===== src/kcr_pkg.sv =====
`timescale 1ns / 1ps
`default_nettype none
// ----------------------------------------------------------------------------
// kcr_pkg
// shared field widths, codes and controller/datapath interface structs
// ----------------------------------------------------------------------------
package kcr_pkg;

    localparam int RATING_W    = 8;
    localparam int SIM_W       = 16;
    localparam int SIM_FRAC    = 15;
    localparam int USER_W      = 8;
    localparam int ITEM_W      = 10;
    localparam int PRED_W      = 8;
    localparam int CFG_IDX_W   = 2;
    localparam int CFG_DATA_W  = 11;
    localparam int CFG_USERS_W = 9;
    localparam int CFG_ITEMS_W = 11;
    localparam int CFG_NBRS_W  = 5;

    localparam logic FUNC_LOAD    = 1'b0;
    localparam logic FUNC_PREDICT = 1'b1;

    localparam logic STAT_OK    = 1'b0;
    localparam logic STAT_RANGE = 1'b1;

    localparam logic [CFG_IDX_W-1:0] CFG_USERS = 2'd0;
    localparam logic [CFG_IDX_W-1:0] CFG_ITEMS = 2'd1;
    localparam logic [CFG_IDX_W-1:0] CFG_NBRS  = 2'd2;

    localparam logic [CFG_USERS_W-1:0] USERS_RST = 9'd256;
    localparam logic [CFG_ITEMS_W-1:0] ITEMS_RST = 11'd1024;
    localparam logic [CFG_NBRS_W-1:0]  NBRS_RST  = 5'd5;

    localparam logic [SIM_W-1:0] SIM_ONE = 16'h8000;

    typedef struct packed {
        logic clr_step;
        logic load_wr;
        logic pred_init;
        logic out_err;
        logic acc_start;
        logic ins_zero;
        logic mul_start;
        logic sqrt_start;
        logic div_sim_start;
        logic ins_div;
        logic next_cand;
        logic sum_step;
        logic fin_zero;
        logic div_fin_start;
        logic fin_q;
    } t_cmd;

    typedef struct packed {
        logic clr_last;
        logic pred_bad;
        logic cand_skip;
        logic acc_done;
        logic mag_zero;
        logic mul_done;
        logic sqrt_done;
        logic div_done;
        logic last_cand;
        logic sum_more;
        logic den_zero;
    } t_sts;

endpackage
`default_nettype wire


===== src/kcr_ctrl.sv =====
`timescale 1ns / 1ps
`default_nettype none
// ----------------------------------------------------------------------------
// kcr_ctrl
// controller: clearing pass, load, candidate walk, arithmetic sequencing
// ----------------------------------------------------------------------------
module kcr_ctrl (
    input  wire logic          i_clk,
    input  wire logic          i_rst_n,
    input  wire logic          i_start,
    input  wire logic          i_func,
    input  wire kcr_pkg::t_sts i_sts,
    output kcr_pkg::t_cmd      o_cmd,
    output logic               o_busy,
    output logic               o_valid
);

    typedef enum logic [13:0] {
        S_CLEAR = 14'b00000000000001,
        S_IDLE  = 14'b00000000000010,
        S_CHECK = 14'b00000000000100,
        S_CRD   = 14'b00000000001000,
        S_CCHK  = 14'b00000000010000,
        S_ACC   = 14'b00000000100000,
        S_MUL   = 14'b00000001000000,
        S_SQRT  = 14'b00000010000000,
        S_DIV   = 14'b00000100000000,
        S_NEXT  = 14'b00001000000000,
        S_SUM   = 14'b00010000000000,
        S_FDIV  = 14'b00100000000000,
        S_OUT   = 14'b01000000000000,
        S_SPARE = 14'b10000000000000
    } t_state;

    t_state r_state;
    t_state n_state;

    always_ff @(posedge i_clk) begin
        if (!i_rst_n) begin
            r_state <= S_CLEAR;
        end else begin
            r_state <= n_state;
        end
    end

    always_comb begin
        n_state = r_state;
        o_cmd   = '0;
        o_busy  = 1'b1;
        o_valid = 1'b0;
        case (r_state)
            S_CLEAR: begin
                o_cmd.clr_step = 1'b1;
                if (i_sts.clr_last) begin
                    n_state = S_IDLE;
                end
            end
            S_IDLE: begin
                o_busy = 1'b0;
                if (i_start) begin
                    if (i_func == kcr_pkg::FUNC_PREDICT) begin
                        o_cmd.pred_init = 1'b1;
                        n_state = S_CHECK;
                    end else begin
                        o_cmd.load_wr = 1'b1;
                    end
                end
            end
            S_CHECK: begin
                if (i_sts.pred_bad) begin
                    o_cmd.out_err = 1'b1;
                    n_state = S_OUT;
                end else begin
                    n_state = S_CRD;
                end
            end
            S_CRD: begin
                n_state = S_CCHK;
            end
            S_CCHK: begin
                if (i_sts.cand_skip) begin
                    n_state = S_NEXT;
                end else begin
                    o_cmd.acc_start = 1'b1;
                    n_state = S_ACC;
                end
            end
            S_ACC: begin
                if (i_sts.acc_done) begin
                    if (i_sts.mag_zero) begin
                        o_cmd.ins_zero = 1'b1;
                        n_state = S_NEXT;
                    end else begin
                        o_cmd.mul_start = 1'b1;
                        n_state = S_MUL;
                    end
                end
            end
            S_MUL: begin
                if (i_sts.mul_done) begin
                    o_cmd.sqrt_start = 1'b1;
                    n_state = S_SQRT;
                end
            end
            S_SQRT: begin
                if (i_sts.sqrt_done) begin
                    o_cmd.div_sim_start = 1'b1;
                    n_state = S_DIV;
                end
            end
            S_DIV: begin
                if (i_sts.div_done) begin
                    o_cmd.ins_div = 1'b1;
                    n_state = S_NEXT;
                end
            end
            S_NEXT: begin
                o_cmd.next_cand = 1'b1;
                n_state = i_sts.last_cand ? S_SUM : S_CRD;
            end
            S_SUM: begin
                if (i_sts.sum_more) begin
                    o_cmd.sum_step = 1'b1;
                end else if (i_sts.den_zero) begin
                    o_cmd.fin_zero = 1'b1;
                    n_state = S_OUT;
                end else begin
                    o_cmd.div_fin_start = 1'b1;
                    n_state = S_FDIV;
                end
            end
            S_FDIV: begin
                if (i_sts.div_done) begin
                    o_cmd.fin_q = 1'b1;
                    n_state = S_OUT;
                end
            end
            S_OUT: begin
                o_valid = 1'b1;
                n_state = S_IDLE;
            end
            default: begin
                n_state = S_IDLE;
            end
        endcase
    end

endmodule
`default_nettype wire


===== config.mk =====
export PLATFORM = sky130hd
export DESIGN_NAME = kcr_ctrl
export DESIGN_NICKNAME = d
export VERILOG_FILES = /design/src/kcr_pkg.sv /design/src/kcr_ctrl.sv
export SDC_FILE = /design/constraint.sdc
export NUM_CORES = 1
export LEC_CHECK = 0
export BUFFER_PORTS_ARGS = -buffer_cell sky130_fd_sc_hd__buf_2
export CORE_MARGIN = 1.5
export CORE_UTILIZATION = 54
export CTS_CLUSTER_DIAMETER = 100
export CTS_CLUSTER_SIZE = 24
export DETAILED_ROUTE_END_ITERATION = 12
export GPL_ROUTABILITY_DRIVEN = 1
export PLACE_DENSITY = 0.82
export SYNTH_ARGS = -nofsm -noshare
export SYNTH_HDL_FRONTEND = slang
export SYNTH_SLANG_ARGS = --single-unit

===== constraint.sdc =====
create_clock -name i_clk -period 4.9 [get_ports i_clk]
set_clock_uncertainty 0.2 [all_clocks]
set_input_delay 0.49 -clock i_clk [delete_from_list [all_inputs] [get_ports i_clk]]
set_output_delay 0.49 -clock i_clk [all_outputs]
set_load 0.05 [all_outputs]

==> results.ini <==
[setup_path]
worst-path-max-fanout=12
criticalPathCategory=reg2out
arrival_ns=2.39
cpLargestDelayFamily=simple AND/OR/NAND/NOR gates
startpoint_type=flip-flop
critPathSlowestCell=or3_1
worst_setup_path_end_kind=output port
path_buf_inv=1
critPathRequiredTime_ns=4.21
crit_chain=or3_1 -> nor3_2 -> nand3_1 -> nor3b_1 -> and2_1 -> buf_2
cpPeakStageDelay_ns=0.48

[power_and_ir_drop]
p_per_area_nw_per_um2=211
p_int_uw=165
swShare_pct=34.6
pwr-share-seq_pct=45.2
power.total_uw=253
combPwrFrac_pct=26.8
clkPwrFrac_pct=28.0
power_leakage_nw=0.541
p_switching_uw=87.5
max-vdd-ir-drop_mv=0.207

[cells_and_area]
fin_cells=182
multi_input_area_um2=716
largest_reg_flops=13
seq_area_um2=260
drive_gt1_share_pct=27.4
layout_common_cells=buf_2, nor2_1, dfxtp_1, nand2_1, nor2b_1
fin_nets=173
area_growth_pct=17.4
design_area_um2=1200
final_common_cell=buf_2
top_regs=r_state (13)
fillers=154
n_antenna_cell=0
top_register=r_state

[route]
vias=1101
drc=0
wire_per_inst_um=14.8
routed_via_density=6.05
drt-initial-drc-count=51
ant_nets=0
wl_um=2700
first_pass_iters=4

[synth]
syn_area_per_cell_um2=7.99
syn_area_um2=1020
yosysWarnings=0
ys_types=44
yosysSeqAreaShare_pct=25.5
syn_inst=128
synth_seq_cells=13
synth_nets=143

[placed_design]
dp.cells=178
place.detailed.hpwl_um=1970
gp_congestion=0.948
place.port_buffers=31
placed_area_um2=1170
place_ws_ns=2.19

[cts]
postCtsSetupBuffers=0
numCtsBuffers=3
post_cts_resized=0
cts_root_buf=clkbuf_4
cts_sinks=13
h-tree-depth=1
cts_tree=done
clkSlewWorstSetupHoldPaths_ns=0.08
worstSkewPairLatency_ns=0.29
clk_path_buf_depth=2
hold_buffers=0

[min_path]
min_path_type=in2reg

[timing]
slew_headroom_pct=65.1
rsz0062_at_grt=no
worst_slew_pin_slew_ns=0.510
drv_slew=0
setup_viol=0
period_share_pct=62.8
min_period_ns=3.08
layout_setup_ws_ns=1.82
fmax_mhz=325
finalHoldViolCount=0
tns_ns=0

[grt]
grt_use_total_pct=26.9
grt_overflow=0
grt_pass1_vias=948
grt_antenna_before_repair=0
grt_pass1_wl_um=4130
grt_start_max_net_pins=15

[status]
outcome=finished, final reports clean

[die]
die_h_um=46.5
coreArea_um2=1750
die-area_um2=2160
placementRows=15
io_pins=32
die_w_um=46.5
initial_core_util_pct=58.6

[run]
maxCapViolations=0

[area by class of cell]
type	instances	share of cell area [%]
timing repair buffer	31	12.9
sequential	13	21.7
clock buffer	4	2.19
inverter	3	0.938
multi-input combinational	106	59.6
tap	25	2.61
[power groups by stage]
stage / sequential, mW / combinational, mW / clock [mW]
4_1_cts: 0.114 / 0.0674 / 0.0708
6_report: 0.114 / 0.0677 / 0.0707
2_1_floorplan: 0.116 / 0.0483 / 0
3_3_place_gp: 0.117 / 0.0661 / 0
3_5_place_dp: 0.117 / 0.0671 / 0
5_1_grt: 0.115 / 0.0729 / 0.0744
[kinds of logic after synthesis]
logic type      Yosys count  share of synthesized area, %
xor+xnor                  3                          2.57
flops                    13                          25.5
simple gates             81                          51.7
compound gates           21                          14.8
mux                       1                         0.979
buf+inv                   9                          4.53
[routing by layer]
metal | part of all wire, % | global-route usage, % | vias to the layer above
met2 | 47 | 46.7 | 61
li1 | - | - | 529
met3 | 8.0 | 2.75 | 12
met4 | 3.2 | 13.7 | 0
met1 | 42 | 32.2 | 499
met5 | 0 | 0 | -
[through the flow]
stage	util [%]	hold slack, ns
CTS	68.7	0.218
global placement	67.2	0.326
floorplan	-	0.301
finish	68.7	0.212
global route	68.7	0.257
detailed placement	67.2	0.341
[worst reg2reg max path, delay by kind of cell, from the launching register on]
family | cells | cell delay, ns
DFF | 1 | 0.45
muxes | 1 | 0.13
and+or+nand+nor | 5 | 1.34
[cell usage after synthesis (all sizes together)]
cell | count | area share, %
o21a | 4 | 2.9
a22oi | 2 | 1.5
and4b | 1 | 0.98
and2b | 1 | 0.86
and3 | 6 | 3.7
a32oi | 1 | 0.86
buf | 5 | 3.1
clkbuf | 1 | 0.37
or3 | 1 | 0.61
nor3b | 5 | 3.7
mux2i | 1 | 0.98
and3b | 3 | 2.6
o22ai | 1 | 0.61
nand4b | 4 | 3.4
and2 | 2 | 1.2
nor4bb | 1 | 0.98
xnor2 | 1 | 0.86
nor4b | 2 | 1.7
nor2 | 14 | 5.1
inv | 3 | 1.1
nor4 | 6 | 7.2
nand3b | 2 | 1.8
and4 | 1 | 0.86
nor2b | 7 | 4.3
a211oi | 1 | 2.0
a21oi | 4 | 2.0
nand4 | 1 | 0.61
xor2 | 2 | 1.7
nand2 | 11 | 4.3
nor3 | 6 | 3.9
nand2b | 3 | 1.8
o31a | 1 | 0.86
dfxtp | 13 | 25
a41oi | 1 | 0.86
nand3 | 4 | 2.0
a2111oi | 1 | 0.86
o21ai | 5 | 2.4
[worst paths after layout]
| kind | startpoint | to | slack, ns | cells after the start |
|---|---|---|---|---|
| worst max-delay path | r_state[10] | o_cmd[7] | 1.82 | 6 |
| worst min-delay path | i_sts[10] | r_state[0] | 0.21 | 2 |
| worst max register to register | r_state[10] | r_state[7] | 2.73 | 6 |
| worst min register to register | r_state[1] | r_state[1] | 0.35 | 2 |
Note: power is estimated with default switching activity, not from simulation.
